## src/rtl/cea_pkg.sv

```systemverilog
`timescale 1ns / 1ps
// shared types, constants and helpers of the class evidence accumulator
package cea_pkg;

	localparam int unsigned MAX_CLASSES_DEF = 4;
	localparam int unsigned NUM_LANES       = 4;
	localparam int unsigned CLASS_W         = 2;
	localparam int unsigned Q15_W           = 16;
	localparam int unsigned QUEUE_DEPTH_DEF = 2;

	localparam logic [Q15_W-1:0] ONE_Q15  = 16'd32768;
	localparam logic [Q15_W-1:0] HALF_Q15 = 16'd16384;

	// configuration register indexes
	localparam int unsigned CFG_IDX_W = 3;
	localparam logic [CFG_IDX_W-1:0] REG_STEP_MODE  = 3'd0;
	localparam logic [CFG_IDX_W-1:0] REG_GAIN       = 3'd1;
	localparam logic [CFG_IDX_W-1:0] REG_UNIT_STEP  = 3'd2;
	localparam logic [CFG_IDX_W-1:0] REG_CLASSES    = 3'd3;
	localparam logic [CFG_IDX_W-1:0] REG_THRESHOLDS = 3'd4;
	localparam logic [CFG_IDX_W-1:0] REG_INIT_VALS  = 3'd5;

	// step modes
	localparam logic [1:0] MODE_HARD = 2'd0;
	localparam logic [1:0] MODE_SOFT = 2'd1;

	localparam logic [1:0]  STEP_MODE_RST = MODE_SOFT;
	localparam logic [15:0] GAIN_RST      = 16'd640;
	localparam logic [15:0] UNIT_STEP_RST = 16'd512;
	localparam logic [2:0]  CLASSES_RST   = 3'd2;
	localparam logic [63:0] THRESH_RST    = 64'h4000_4000_4000_4000;
	localparam logic [63:0] INIT_VALS_RST = 64'h4000_4000_4000_4000;

	typedef struct packed {
		logic [1:0]  step_mode;
		logic [15:0] gain;
		logic [15:0] unit_step;
		logic [2:0]  classes_in_use;
		logic [63:0] thresholds;
		logic [63:0] init_vals;
	} cfg_t;

	// classified request handed from front to back
	typedef struct packed {
		logic               restart;
		logic [CLASS_W-1:0] winner;
		logic [Q15_W-1:0]   pmax;
		logic               pass;
	} cls_t;

	function automatic logic [2:0] lanes_used(input logic [2:0] cin, input int unsigned max_cls);
		logic [2:0] n;
		n = cin;
		if (n == 3'd0)
			n = 3'd1;
		if (32'(n) > max_cls)
			n = 3'(max_cls);
		return n;
	endfunction

	function automatic logic [Q15_W-1:0] sat_one(input logic [Q15_W-1:0] v);
		return (v > ONE_Q15) ? ONE_Q15 : v;
	endfunction

endpackage

```

## src/rtl/cea_if.sv

```systemverilog
`timescale 1ns / 1ps
// request, result and configuration channels of the class evidence accumulator
interface cea_in_if;
	logic        valid;
	logic        ready;
	logic        operation;
	logic [15:0] prob_0;
	logic [15:0] prob_1;
	logic [15:0] prob_2;
	logic [15:0] prob_3;
	modport source(output valid, operation, prob_0, prob_1, prob_2, prob_3, input ready);
	modport sink(input valid, operation, prob_0, prob_1, prob_2, prob_3, output ready);
endinterface

interface cea_out_if;
	logic        valid;
	logic        ready;
	logic [15:0] acc_0;
	logic [15:0] acc_1;
	logic [15:0] acc_2;
	logic [15:0] acc_3;
	logic [1:0]  winner;
	logic        accepted;
	modport source(output valid, acc_0, acc_1, acc_2, acc_3, winner, accepted, input ready);
	modport sink(input valid, acc_0, acc_1, acc_2, acc_3, winner, accepted, output ready);
endinterface

interface cea_cfg_if;
	logic        valid;
	logic        ready;
	logic [2:0]  index;
	logic [63:0] data;
	modport source(output valid, index, data, input ready);
	modport sink(input valid, index, data, output ready);
endinterface

```

## src/rtl/cea_front.sv

```systemverilog
`timescale 1ns / 1ps
// front end: takes requests, picks the winner and checks its threshold
module cea_front import cea_pkg::*; #(
	parameter int unsigned MAX_CLASSES = MAX_CLASSES_DEF
) (
	cea_in_if.sink     req,
	input  cfg_t       cfg_q,
	input  logic       q_full,
	output logic       q_push,
	output cls_t       q_data
);

	logic [Q15_W-1:0]   prob [NUM_LANES];
	logic [2:0]         n_lanes;
	logic [Q15_W-1:0]   pmax;
	logic [CLASS_W-1:0] win;
	logic [Q15_W-1:0]   thr;

	assign prob[0] = req.prob_0;
	assign prob[1] = req.prob_1;
	assign prob[2] = req.prob_2;
	assign prob[3] = req.prob_3;

	assign n_lanes   = lanes_used(cfg_q.classes_in_use, MAX_CLASSES);
	assign req.ready = !q_full;
	assign q_push    = req.valid && !q_full;

	// first lane with the largest probability
	always_comb begin
		pmax = prob[0];
		win  = '0;
		for (int i = 1; i < NUM_LANES; i++) begin
			if (i < 32'(n_lanes) && prob[i] > pmax) begin
				pmax = prob[i];
				win  = CLASS_W'(i);
			end
		end
	end

	assign thr = cfg_q.thresholds[win*Q15_W +: Q15_W];

	always_comb begin
		q_data.restart = req.operation;
		q_data.pmax    = pmax;
		if (req.operation) begin
			q_data.winner = '0;
			q_data.pass   = 1'b0;
		end else begin
			q_data.winner = win;
			q_data.pass   = (pmax > thr) && (cfg_q.step_mode inside {MODE_HARD, MODE_SOFT});
		end
	end

endmodule

```

## src/rtl/cea_fifo.sv

```systemverilog
`timescale 1ns / 1ps
// short register queue between front and back
module cea_fifo import cea_pkg::*; #(
	parameter int unsigned DEPTH = QUEUE_DEPTH_DEF
) (
	input  logic clk,
	input  logic arst_n,
	input  logic push,
	input  cls_t push_data,
	output logic full,
	input  logic pop,
	output cls_t pop_data,
	output logic empty
);

	localparam int unsigned PTR_W = (DEPTH > 1) ? $clog2(DEPTH) : 1;
	localparam int unsigned CNT_W = $clog2(DEPTH + 1);

	cls_t             mem_q [DEPTH];
	logic [PTR_W-1:0] wr_ptr_q;
	logic [PTR_W-1:0] rd_ptr_q;
	logic [CNT_W-1:0] count_q;
	logic             do_push;
	logic             do_pop;

	assign full     = (count_q == CNT_W'(DEPTH));
	assign empty    = (count_q == '0);
	assign do_push  = push && !full;
	assign do_pop   = pop && !empty;
	assign pop_data = mem_q[rd_ptr_q];

	always_ff @(posedge clk or negedge arst_n) begin
		if (!arst_n) begin
			wr_ptr_q <= '0;
			rd_ptr_q <= '0;
			count_q  <= '0;
		end else begin
			if (do_push)
				wr_ptr_q <= (wr_ptr_q == PTR_W'(DEPTH - 1)) ? '0 : wr_ptr_q + 1'b1;
			if (do_pop)
				rd_ptr_q <= (rd_ptr_q == PTR_W'(DEPTH - 1)) ? '0 : rd_ptr_q + 1'b1;
			if (do_push && !do_pop)
				count_q <= count_q + 1'b1;
			else if (do_pop && !do_push)
				count_q <= count_q - 1'b1;
		end
	end

	always_ff @(posedge clk) begin
		if (do_push)
			mem_q[wr_ptr_q] <= push_data;
	end

endmodule

```

## src/rtl/cea_back.sv

```systemverilog
`timescale 1ns / 1ps
// back end: step size, evidence update and result register
module cea_back import cea_pkg::*; #(
	parameter int unsigned MAX_CLASSES = MAX_CLASSES_DEF
) (
	input  logic       clk,
	input  logic       arst_n,
	input  cfg_t       cfg_q,
	input  logic       q_empty,
	input  cls_t       q_data,
	output logic       q_pop,
	cea_out_if.source  rsp
);

	localparam logic [1:0] ST_IDLE = 2'd0;
	localparam logic [1:0] ST_MUL1 = 2'd1;
	localparam logic [1:0] ST_MUL2 = 2'd2;
	localparam logic [1:0] ST_UPD  = 2'd3;

	logic [1:0]       state_q;
	cls_t             rec_q;
	logic [Q15_W-1:0] dev_q;
	logic [31:0]      prod_q;
	logic [Q15_W-1:0] step_q;

	logic [Q15_W-1:0] ev_q   [MAX_CLASSES];
	logic [Q15_W-1:0] ev_new [MAX_CLASSES];
	logic [Q15_W-1:0] acc_lane [NUM_LANES];

	logic [Q15_W-1:0] acc_q [NUM_LANES];
	logic [CLASS_W-1:0] winner_q;
	logic             accepted_q;
	logic             rsp_valid_q;

	logic [2:0]       n_lanes;
	logic [Q15_W-1:0] dev;
	logic [24:0]      vel_full;
	logic [Q15_W-1:0] vel;
	logic [31:0]      mul1;
	logic [31:0]      mul2;
	logic             load_out;

	assign n_lanes = lanes_used(cfg_q.classes_in_use, MAX_CLASSES);
	assign q_pop   = (state_q == ST_IDLE) && !q_empty;
	assign dev     = (q_data.pmax >= HALF_Q15) ? q_data.pmax - HALF_Q15 : HALF_Q15 - q_data.pmax;

	assign mul1     = 32'(dev_q) * 32'(cfg_q.gain);
	// d * 2 * gain >> 8, saturated to one
	assign vel_full = prod_q[31:7];
	assign vel      = (vel_full > 25'(ONE_Q15)) ? ONE_Q15 : vel_full[Q15_W-1:0];
	assign mul2     = 32'(cfg_q.unit_step) * 32'(vel);

	assign load_out = (state_q == ST_UPD) && (!rsp_valid_q || rsp.ready);

	always_comb begin
		for (int i = 0; i < MAX_CLASSES; i++) begin
			logic [17:0] sum;
			sum = 18'(ev_q[i]) + 18'(step_q);
			ev_new[i] = ev_q[i];
			if (rec_q.restart) begin
				ev_new[i] = sat_one(cfg_q.init_vals[i*Q15_W +: Q15_W]);
			end else if (rec_q.pass && i < 32'(n_lanes)) begin
				if (i == 32'(rec_q.winner))
					ev_new[i] = (sum > 18'(ONE_Q15)) ? ONE_Q15 : sum[Q15_W-1:0];
				else
					ev_new[i] = (step_q > ev_q[i]) ? '0 : ev_q[i] - step_q;
			end
		end
	end

	for (genvar g = 0; g < NUM_LANES; g++) begin : g_lane
		if (g < MAX_CLASSES) begin : g_used
			assign acc_lane[g] = (g < 32'(n_lanes)) ? ev_new[g] : '0;
		end else begin : g_absent
			assign acc_lane[g] = '0;
		end
	end

	always_ff @(posedge clk or negedge arst_n) begin
		if (!arst_n) begin
			state_q     <= ST_IDLE;
			rsp_valid_q <= 1'b0;
			for (int i = 0; i < MAX_CLASSES; i++)
				ev_q[i] <= sat_one(INIT_VALS_RST[i*Q15_W +: Q15_W]);
		end else begin
			if (rsp_valid_q && rsp.ready && !load_out)
				rsp_valid_q <= 1'b0;
			case (state_q)
				ST_IDLE: begin
					if (!q_empty) begin
						if (q_data.pass && cfg_q.step_mode == MODE_SOFT)
							state_q <= ST_MUL1;
						else
							state_q <= ST_UPD;
					end
				end
				ST_MUL1: state_q <= ST_MUL2;
				ST_MUL2: state_q <= ST_UPD;
				ST_UPD: begin
					if (load_out) begin
						rsp_valid_q <= 1'b1;
						ev_q        <= ev_new;
						state_q     <= ST_IDLE;
					end
				end
				default: state_q <= ST_IDLE;
			endcase
		end
	end

	always_ff @(posedge clk) begin
		if (q_pop) begin
			rec_q  <= q_data;
			dev_q  <= dev;
			step_q <= cfg_q.unit_step;
		end
		if (state_q == ST_MUL1)
			prod_q <= mul1;
		if (state_q == ST_MUL2)
			step_q <= mul2[30:15];
		if (load_out) begin
			acc_q      <= acc_lane;
			winner_q   <= rec_q.winner;
			accepted_q <= rec_q.pass && !rec_q.restart;
		end
	end

	assign rsp.valid    = rsp_valid_q;
	assign rsp.acc_0    = acc_q[0];
	assign rsp.acc_1    = acc_q[1];
	assign rsp.acc_2    = acc_q[2];
	assign rsp.acc_3    = acc_q[3];
	assign rsp.winner   = winner_q;
	assign rsp.accepted = accepted_q;

endmodule

```

## src/rtl/class_evidence_accumulator_unit.sv

```systemverilog
`timescale 1ns / 1ps
// Class evidence accumulator: per-class probability requests in, per-class
// evidence (Q1.15, clipped to [0, 1]) out, one result per request. The front
// end picks the first class with the largest probability and checks it against
// that class's rejection threshold in the cycle the request is taken; a queue of
// QUEUE_DEPTH entries separates it from the back end, which works on one request
// at a time. A soft-mode step runs through two registered multiplies (distance
// times gain, then unit step times velocity) in states MUL1 and MUL2, while hard
// mode, invalid mode, rejected samples and restarts go straight from idle to the
// update, which also waits on rsp.ready while an earlier result is not yet taken.
// Configuration writes are always taken (cfg.ready is tied high) and must only
// be issued while no request is in flight. Unused lanes report zero evidence.
module class_evidence_accumulator_unit import cea_pkg::*; #(
	parameter int unsigned MAX_CLASSES = MAX_CLASSES_DEF,
	parameter int unsigned QUEUE_DEPTH = QUEUE_DEPTH_DEF
) (
	input  logic       clk,
	input  logic       arst_n,
	cea_in_if.sink     req,
	cea_out_if.source  rsp,
	cea_cfg_if.sink    cfg
);

	cfg_t cfg_q;
	cls_t push_data;
	cls_t pop_data;
	logic q_push;
	logic q_full;
	logic q_pop;
	logic q_empty;

	// configuration registers, written one index per request
	assign cfg.ready = 1'b1;

	always_ff @(posedge clk or negedge arst_n) begin
		if (!arst_n) begin
			cfg_q.step_mode      <= STEP_MODE_RST;
			cfg_q.gain           <= GAIN_RST;
			cfg_q.unit_step      <= UNIT_STEP_RST;
			cfg_q.classes_in_use <= CLASSES_RST;
			cfg_q.thresholds     <= THRESH_RST;
			cfg_q.init_vals      <= INIT_VALS_RST;
		end else if (cfg.valid) begin
			case (cfg.index)
				REG_STEP_MODE:  cfg_q.step_mode      <= cfg.data[1:0];
				REG_GAIN:       cfg_q.gain           <= cfg.data[15:0];
				REG_UNIT_STEP:  cfg_q.unit_step      <= cfg.data[15:0];
				REG_CLASSES:    cfg_q.classes_in_use <= cfg.data[2:0];
				REG_THRESHOLDS: cfg_q.thresholds     <= cfg.data;
				REG_INIT_VALS:  cfg_q.init_vals      <= cfg.data;
				default: ;
			endcase
		end
	end

	// front end: winner search and threshold check
	cea_front #(
		.MAX_CLASSES(MAX_CLASSES)
	) u_front (
		.req    (req),
		.cfg_q  (cfg_q),
		.q_full (q_full),
		.q_push (q_push),
		.q_data (push_data)
	);

	// decoupling queue between classification and update
	cea_fifo #(
		.DEPTH(QUEUE_DEPTH)
	) u_queue (
		.clk       (clk),
		.arst_n    (arst_n),
		.push      (q_push),
		.push_data (push_data),
		.full      (q_full),
		.pop       (q_pop),
		.pop_data  (pop_data),
		.empty     (q_empty)
	);

	// back end: step computation, evidence update, result register
	cea_back #(
		.MAX_CLASSES(MAX_CLASSES)
	) u_back (
		.clk     (clk),
		.arst_n  (arst_n),
		.cfg_q   (cfg_q),
		.q_empty (q_empty),
		.q_data  (pop_data),
		.q_pop   (q_pop),
		.rsp     (rsp)
	);

	// an accepted step needs a valid step mode
	a_accept_mode: assert property (@(posedge clk) disable iff (!arst_n)
		rsp.valid && rsp.accepted |-> (cfg_q.step_mode == MODE_HARD || cfg_q.step_mode == MODE_SOFT))
		else $error("accepted result under invalid step mode");

	// evidence stays clipped to one
	a_acc_clip: assert property (@(posedge clk) disable iff (!arst_n)
		rsp.valid |-> (rsp.acc_0 <= ONE_Q15 && rsp.acc_1 <= ONE_Q15 &&
			rsp.acc_2 <= ONE_Q15 && rsp.acc_3 <= ONE_Q15))
		else $error("evidence above one");

	// winner is always a lane in use
	a_winner_lane: assert property (@(posedge clk) disable iff (!arst_n)
		rsp.valid |-> 3'(rsp.winner) < lanes_used(cfg_q.classes_in_use, MAX_CLASSES))
		else $error("winner outside lanes in use");

endmodule

```

## src/flat_wrapper.sv

```systemverilog
// flat-port wrapper written by rule: the top's interface ports become plain ports
module class_evidence_accumulator_unit_flat import cea_pkg::*;
#(
	parameter int unsigned MAX_CLASSES = MAX_CLASSES_DEF,
	parameter int unsigned QUEUE_DEPTH = QUEUE_DEPTH_DEF
)
  (clk, arst_n, req_valid, req_operation, req_prob_0, req_prob_1, req_prob_2, req_prob_3, req_ready, rsp_valid, rsp_acc_0, rsp_acc_1, rsp_acc_2, rsp_acc_3, rsp_winner, rsp_accepted, rsp_ready, cfg_valid, cfg_index, cfg_data, cfg_ready);
  cea_in_if req_i ();
  cea_out_if rsp_i ();
  cea_cfg_if cfg_i ();
  input  logic clk;
  input  logic arst_n;
  input wire logic [$bits(req_i.valid)-1:0] req_valid;
  input wire logic [$bits(req_i.operation)-1:0] req_operation;
  input wire logic [$bits(req_i.prob_0)-1:0] req_prob_0;
  input wire logic [$bits(req_i.prob_1)-1:0] req_prob_1;
  input wire logic [$bits(req_i.prob_2)-1:0] req_prob_2;
  input wire logic [$bits(req_i.prob_3)-1:0] req_prob_3;
  output wire logic [$bits(req_i.ready)-1:0] req_ready;
  output wire logic [$bits(rsp_i.valid)-1:0] rsp_valid;
  output wire logic [$bits(rsp_i.acc_0)-1:0] rsp_acc_0;
  output wire logic [$bits(rsp_i.acc_1)-1:0] rsp_acc_1;
  output wire logic [$bits(rsp_i.acc_2)-1:0] rsp_acc_2;
  output wire logic [$bits(rsp_i.acc_3)-1:0] rsp_acc_3;
  output wire logic [$bits(rsp_i.winner)-1:0] rsp_winner;
  output wire logic [$bits(rsp_i.accepted)-1:0] rsp_accepted;
  input wire logic [$bits(rsp_i.ready)-1:0] rsp_ready;
  input wire logic [$bits(cfg_i.valid)-1:0] cfg_valid;
  input wire logic [$bits(cfg_i.index)-1:0] cfg_index;
  input wire logic [$bits(cfg_i.data)-1:0] cfg_data;
  output wire logic [$bits(cfg_i.ready)-1:0] cfg_ready;
  assign req_i.valid = req_valid;
  assign req_i.operation = req_operation;
  assign req_i.prob_0 = req_prob_0;
  assign req_i.prob_1 = req_prob_1;
  assign req_i.prob_2 = req_prob_2;
  assign req_i.prob_3 = req_prob_3;
  assign req_ready = req_i.ready;
  assign rsp_valid = rsp_i.valid;
  assign rsp_acc_0 = rsp_i.acc_0;
  assign rsp_acc_1 = rsp_i.acc_1;
  assign rsp_acc_2 = rsp_i.acc_2;
  assign rsp_acc_3 = rsp_i.acc_3;
  assign rsp_winner = rsp_i.winner;
  assign rsp_accepted = rsp_i.accepted;
  assign rsp_i.ready = rsp_ready;
  assign cfg_i.valid = cfg_valid;
  assign cfg_i.index = cfg_index;
  assign cfg_i.data = cfg_data;
  assign cfg_ready = cfg_i.ready;
  class_evidence_accumulator_unit #(.MAX_CLASSES(MAX_CLASSES), .QUEUE_DEPTH(QUEUE_DEPTH)) u_core (.clk(clk), .arst_n(arst_n), .req(req_i), .rsp(rsp_i), .cfg(cfg_i));
endmodule
```

## config.mk

```make
export PLATFORM = sky130hd
export DESIGN_NAME = class_evidence_accumulator_unit_flat
export DESIGN_NICKNAME = d
export VERILOG_FILES = /design/src/rtl/cea_pkg.sv /design/src/rtl/cea_if.sv /design/src/rtl/cea_front.sv /design/src/rtl/cea_fifo.sv /design/src/rtl/cea_back.sv /design/src/rtl/class_evidence_accumulator_unit.sv /design/src/flat_wrapper.sv
export SDC_FILE = /design/constraint.sdc
export NUM_CORES = 2
export LEC_CHECK = 0
export ABC_AREA = 1
export ABC_CLOCK_PERIOD_IN_PS = 8400
export BUFFER_PORTS_ARGS = -buffer_cell sky130_fd_sc_hd__buf_2
export CAP_MARGIN = 20
export CORE_MARGIN = 5
export CORE_UTILIZATION = 60
export DETAILED_ROUTE_END_ITERATION = 6
export GPL_ROUTABILITY_DRIVEN = 0
export GPL_TIMING_DRIVEN = 0
export PLACE_DENSITY = 0.79
export REMOVE_ABC_BUFFERS = 1
export SETUP_SLACK_MARGIN = 0.02
export SYNTH_ARGS = -nofsm -noshare
export SYNTH_HDL_FRONTEND = slang
export SYNTH_HIERARCHICAL = 1
export SYNTH_SLANG_ARGS = --single-unit
```

## constraint.sdc

```tcl
create_clock -name clk -period 8.4 [get_ports clk]
set_input_delay 1.68 -clock clk [delete_from_list [all_inputs] [get_ports clk]]
set_output_delay 1.68 -clock clk [all_outputs]
set_load 0.005 [all_outputs]
```

-- Yosys cells after proc, flatten, opt, wreduce, memory -nomap -nowiden
Memory sizes are Yosys's and may differ from the RTL's.
Index checks and enable logic that the tools add are counted.
- bits in registers: 371
- memory bits (writable): 40
- input port bits: 137
- output and inout port bits: 70
- memories: 1
- add/subtract/negate cells: 14
- $mul: 2
- order comparisons: 23
- eq/ne operators: 15
- shift-type cells: 1
- muxes and demuxes: 51
- reduce and logical (&&, ||, !) cells: 44
- memories (memory ; words ; width ; rd ports ; clocked after Yosys merged registers in ; write ports ; RTL line ; source):
    u_core.u_queue.mem_q ; 2 ; 20 ; 1 ; 0 ; 1 ; cea_fifo.sv:19 ; cls_t mem_q [DEPTH];
- operators with widths (kind ; number):
    $mux W16 ; 31
    $gt A16 B16 Y1 ; 8
    $add A16 B16 Y17 ; 4
    $gt A17 B16 Y1 const B ; 4
    $gt A16 B16 Y1 const B ; 4
    $shiftx A64 B7 Y16 ; 1
    $sub A16 B16 Y16 ; 4
    $mul A16 B16 Y32 ; 1
    $mul A16 B16 Y31 ; 1
    $gt A25 B16 Y1 const B ; 1
    $logic_and A1 B1 Y1 ; 19
    $ge A16 B15 Y1 const B ; 1
    $mux W2 ; 8
    $reduce_and A2 Y1 ; 8
    $sub A15 B16 Y16 const A ; 1
    $sub A16 B15 Y16 const B ; 1
    $mux W1 ; 9
    $logic_not A2 Y1 ; 4
    $pmux W2 S4 ; 1
    $logic_not A1 Y1 ; 7
    $eq A2 B2 Y1 const B ; 3
    $eq A3 B2 Y1 const B ; 2
    $eq A3 B3 Y1 const B ; 2
    $logic_not A3 Y1 ; 2
    14 further kinds ; 23

-- Longest topological paths before layout
- depth in word-level cells: 17
- gate-level depth with buffers: 49
- gate-level depth less buffers: 46

-- By module
Netlist, hierarchy kept.
- modules (own cells, without submodules) (module ; times used ; cells each ; area an instance (um^2)):
    cea_back ; 1 ; 4777 ; 34390.5
    class_evidence_accumulator_unit ; 1 ; 721 ; 6517.5
    cea_front ; 1 ; 463 ; 2747.6
    cea_fifo ; 1 ; 136 ; 1702.9

-- Worst setup path before layout
Ideal clock, no wire load.
- kind: input to register
- start: input port req_prob_0[11]
- end: memory u_core/u_queue/mem_q[0][0] (netlist name) (data pin)
- library setup time: 0.242 ns
- arrival time: 6.996 ns
- path slack: 1.162 ns
- cell stages on the path: 36
- cell sequence: inv_1 ha_1 a21oi_1 nand2_1 a21oi_1 nand2_2 nand2_2 clkbuf_1 nand2_1 o21ai_0 ha_1 a21oi_1 nor2_1 a211oi_1 o221a_2 nand2_1 nand2_2 buf_2 o21ai_1 ha_1 nand2_1 nor2_1 nand4_1 o41a_1 nand2_1 clkbuf_1 clkbuf_1 nand3_1 nand2_1 nand2_1 ha_1 nand4_1 o21bai_1 o211ai_1 a221oi_1 a2111oi_0
- RTL lines (element ; RTL line ; source):
    start, declared ; flat_wrapper.sv:15 ; input wire logic [$bits(req_i.prob_0)-1:0] req_prob_0;
    end, declared ; cea_fifo.sv:19 ;

-- Final worst setup path
- start: register u_core.u_back.prod_q[30]
- end: register u_core.u_back.step_q[13] (data pin)
- longest elaborated chain between the ends: 4
- ends and longest elaborated chain (element ; RTL line ; source):
    start, declared ; cea_back.sv:23 ; logic [31:0] prod_q;
    start signal, assigned ; cea_back.sv:118 ; prod_q <= mul1;
    $gt A25 B16 Y1 ; cea_back.sv:50 ; assign vel = (vel_full > 25'(ONE_Q15)) ? ONE_Q15 : vel_full[Q15_W-1:0];
    $mux W16 ; cea_back.sv:50 ;
    $mul A16 B16 Y31 ; cea_back.sv:51 ; assign mul2 = 32'(cfg_q.unit_step) * 32'(vel);
    $mux W16 ; cea_back.sv:119 ; if (state_q == ST_MUL2)
    end signal, assigned ; cea_back.sv:115 ; step_q <= cfg_q.unit_step;
    end signal, assigned ; cea_back.sv:120 ; step_q <= mul2[30:15];
    end, declared ; cea_back.sv:24 ; logic [Q15_W-1:0] step_q;
No other way between the ends.
A chain may end at the register's enable or synchronous reset.

==> flow_metrics.env <==
export IMPL_outcome="completed"
export IMPL_viasPerCell=5.742
export IMPL_startpoint="u_core/u_back/prod_q[30]$_DFFE_PN_"
export IMPL_drt_iter0_drc=4163
export IMPL_start_kind="register"
export IMPL_netlist_area_um2=45360
export IMPL_die_h_um=285.0
export IMPL_place_area_um2=46830
export IMPL_initial_utilization_pct=60.72
export IMPL_hp_class="register to register"
export IMPL_rows=100
export IMPL_fin_crit_ns=7.991
export IMPL_io_buffer_count=205
export IMPL_r2r_start="u_core/u_back/prod_q[30]$_DFFE_PN_"
export IMPL_final_common_cell="nand2_1"
export IMPL_drc=0
export IMPL_ys_warnings_count=6
export IMPL_grt_pass1_vias=40740
export IMPL_coreArea_um2=74700
export IMPL_utilization_pct=65.28
export IMPL_seq_area_frac_synth_pct=24.19
export IMPL_clk_latency_ns=0.63
export IMPL_grt_start_max_net_pins=96
export IMPL_area_growth_pct=7.509
export IMPL_tightestPinTransition_ns=1.204
export IMPL_finalCritPeriodShare_pct=95.13
export IMPL_drive_gt1_share_pct=7.879
export IMPL_crit_type="register to register"
export IMPL_clock_sinks=404
export IMPL_clk_pin_slew_worst_paths_ns=0.07
export IMPL_setup_viol=0
export IMPL_numCtsBuffers=48
export IMPL_finClkSkew_ns=0.07411
export IMPL_rsz0062_at_grt="no"
export IMPL_slew_viol_final=0
export IMPL_synth_area_per_cell_um2=7.439
export IMPL_antenna_found_initial=6
export IMPL_r2r_cells=27
export IMPL_ys_seq_elements=404
export IMPL_grt_remaining_overflow=0
export IMPL_reg2reg_to="u_core/u_back/step_q[13]$_DFFE_PP_"
export IMPL_worst_r2r_setup_slack_ns=0.41
export IMPL_synth_cell_types=67
export IMPL_max_slew_margin_pct=19.44
export IMPL_synthFlopType="dfrtp_1"
export IMPL_totalWireLength_um=140500
export IMPL_nFillCells=6410
export IMPL_nets=7069
export IMPL_drv_cap=0
export IMPL_cp_end_kind="register"
export IMPL_max_freq_mhz=125.1
export IMPL_cts_tree="done"
export IMPL_layout_common_cells="nand2_1 (1944), inv_1 (986), nor2_1 (468)"
export IMPL_synthArstFlopShare_pct=58.42
export IMPL_synth_edf_count=168
export IMPL_root_buffer="clkbuf_16"
export IMPL_hold_viol=0
export IMPL_cts_buffer_depth=3
export IMPL_fin_area_um2=48760
export IMPL_endpoint="u_core/u_back/step_q[13]$_DFFE_PP_"
export IMPL_place_hpwl_um=108900
export IMPL_grt_pass1_wl_um=218400
export IMPL_vias=41100
export IMPL_wl_per_cell_um=19.63
export IMPL_path_max_fanout=13
export IMPL_die_area_um2=81200
export IMPL_first_pass_iters=7
export IMPL_cts_hold_buf=0
export IMPL_cts_htree_levels=2
export IMPL_io_pins=207
export IMPL_antenna_left=0
export IMPL_fp_dieW_um=285.0
export IMPL_min_path_cells=2
export IMPL_crit_required_ns=8.73
export IMPL_arrival_ns=8.32
export IMPL_grt_util_all_layers_pct=33.81
export IMPL_synth_cells=6097
==> cell families after synthesis <==
family,synth area share (%)
DFF,24.19
and+or+nand+nor,27.20
AOI/OAI and AO/OA,6.915
adders and majority gates,28.32
other,0.008267
buffers and inverters,11.17
xor gates and xnor gates,1.834
muxes,0.3531
==> worst max-delay path, stage by stage (launching register included) <==
cell and delay, ns:
edfxtp_1 0.36, inv_1 0.06, nand2_1 0.05, nor3_1 0.12
and3_1 0.28, nand2_1 0.29, nor2_1 0.87, inv_1 0.43
nor2_1 0.22, fa_1 0.43, inv_1 0.08, fa_1 0.41
inv_1 0.10, fa_1 0.42, fa_1 0.52, fa_1 0.55
inv_1 0.05, fa_1 0.53, inv_1 0.04, ha_1 0.40
a21oi_1 0.18, inv_1 0.07, a31oi_1 0.28, o21ai_0 0.23
a221oi_1 0.38, nand3_1 0.12, nand3_1 0.09, nand2_1 0.12
==> synthesized netlist by cell type (23+ instances only) <==
| cell type | instances | area share [%] |
|---|---|---|
| nor3_1 | 43 | 0.47 |
| clkbuf_1 | 135 | 1.1 |
| buf_2 | 53 | 0.58 |
| nand2_1 | 1947 | 16 |
| a21oi_1 | 229 | 2.5 |
| edfxtp_1 | 168 | 11 |
| xor2_1 | 77 | 1.5 |
| nand3_1 | 336 | 3.7 |
| buf_4 | 23 | 0.38 |
| nor2_1 | 472 | 3.9 |
| fa_1 | 393 | 17 |
| o21ai_0 | 117 | 1.3 |
| nand4_1 | 59 | 0.81 |
| nand2_2 | 32 | 0.44 |
| o21ai_1 | 63 | 0.70 |
| inv_1 | 988 | 8.2 |
| ha_1 | 398 | 11 |
| dfrtp_1 | 219 | 12 |
==> registers in the layout, summed over array words and instances, names as in the netlist <==
register	flops
u_core/u_back/state_q	2
u_core/u_back/rsp.winner	2
u_core/u_back/step_q	16
u_core/cfg_q	165
u_core/u_back/rsp.acc_1	16
u_core/u_back/ev_q	64
u_core/u_queue/count_q	2
u_core/u_back/rsp.acc_0	16
u_core/u_back/dev_q	16
u_core/u_queue/wr_ptr_q	1
u_core/u_back/rsp.accepted	1
u_core/u_back/rsp.valid	1
u_core/u_queue/rd_ptr_q	1
u_core/u_back/rec_q	4
u_core/u_back/rsp.acc_3	16
u_core/u_queue/mem_q	40
u_core/u_back/rsp.acc_2	16
u_core/u_back/prod_q	25
==> per-stage QoR <==
step	hold slack [ns]	TNS, ns	instances	setup WS [ns]
2_1_floorplan	0.4416	-0.5232	5856	-0.2616
3_3_place_gp	0.4524	-88.99	7030	-4.110
3_5_place_dp	0.4536	-13.88	7053	-1.791
4_1_cts	0.4633	0	7145	0.09019
5_1_grt	0.4884	0	7153	0.03268
6_report	0.4648	0	7158	0.4089
==> layout make-up <==
| cell class | count | area [um^2] | area share, % |
|---|---|---|---|
| Multi-Input combinational cell | 4436 | 29440 | 60.37 |
| Sequential cell | 404 | 10970 | 22.50 |
| Clock inverter | 24 | 329.1 | 0.6748 |
| Antenna cell | 8 | 20.02 | 0.04105 |
| Clock buffer | 66 | 1411 | 2.894 |
| Timing Repair Buffer | 234 | 1553 | 3.184 |
| Tap cell | 969 | 1212 | 2.486 |
| Inverter | 1017 | 3829 | 7.851 |
==> repair_timing <==
item,CTS,global route
pin swaps,1,1
endpoints found under the setup margin,6,2
buffers inserted,1,0
gates resized for setup,16,8
cloned,1,0
hold endpoints to repair,0,0
==> worst min-delay path by stage <==
stage,slack [ns],startpoint,to
finish,0.46,u_core/cfg_q[78]$_DFFE_PN1P_,u_core/cfg_q[78]$_DFFE_PN1P_
global route,0.49,u_core/cfg_q[69]$_DFFE_PN0P_,u_core/cfg_q[69]$_DFFE_PN0P_
CTS,0.46,u_core/cfg_q[78]$_DFFE_PN1P_,u_core/cfg_q[78]$_DFFE_PN1P_
detailed placement,0.45,u_core/cfg_q[78]$_DFFE_PN1P_,u_core/cfg_q[78]$_DFFE_PN1P_
global placement,0.45,u_core/cfg_q[125]$_DFFE_PN0P_,u_core/cfg_q[125]$_DFFE_PN0P_
floorplan,0.44,u_core/cfg_q[113]$_DFFE_PN0P_,u_core/cfg_q[113]$_DFFE_PN0P_
==> layer usage <==
metal / vias to the layer above / GRT usage (%) / routed length, um
met5: - / 0 / 12
met1: 19270 / 41.02 / 51680
li1: 19050 / - / -
met3: 539 / 9.649 / 15650
met4: 2 / 21.30 / 10480
met2: 2237 / 53.34 / 62680
Power is not shown: default switching activity piles up to over one toggle a cycle in this logic, so the estimate is an artifact.
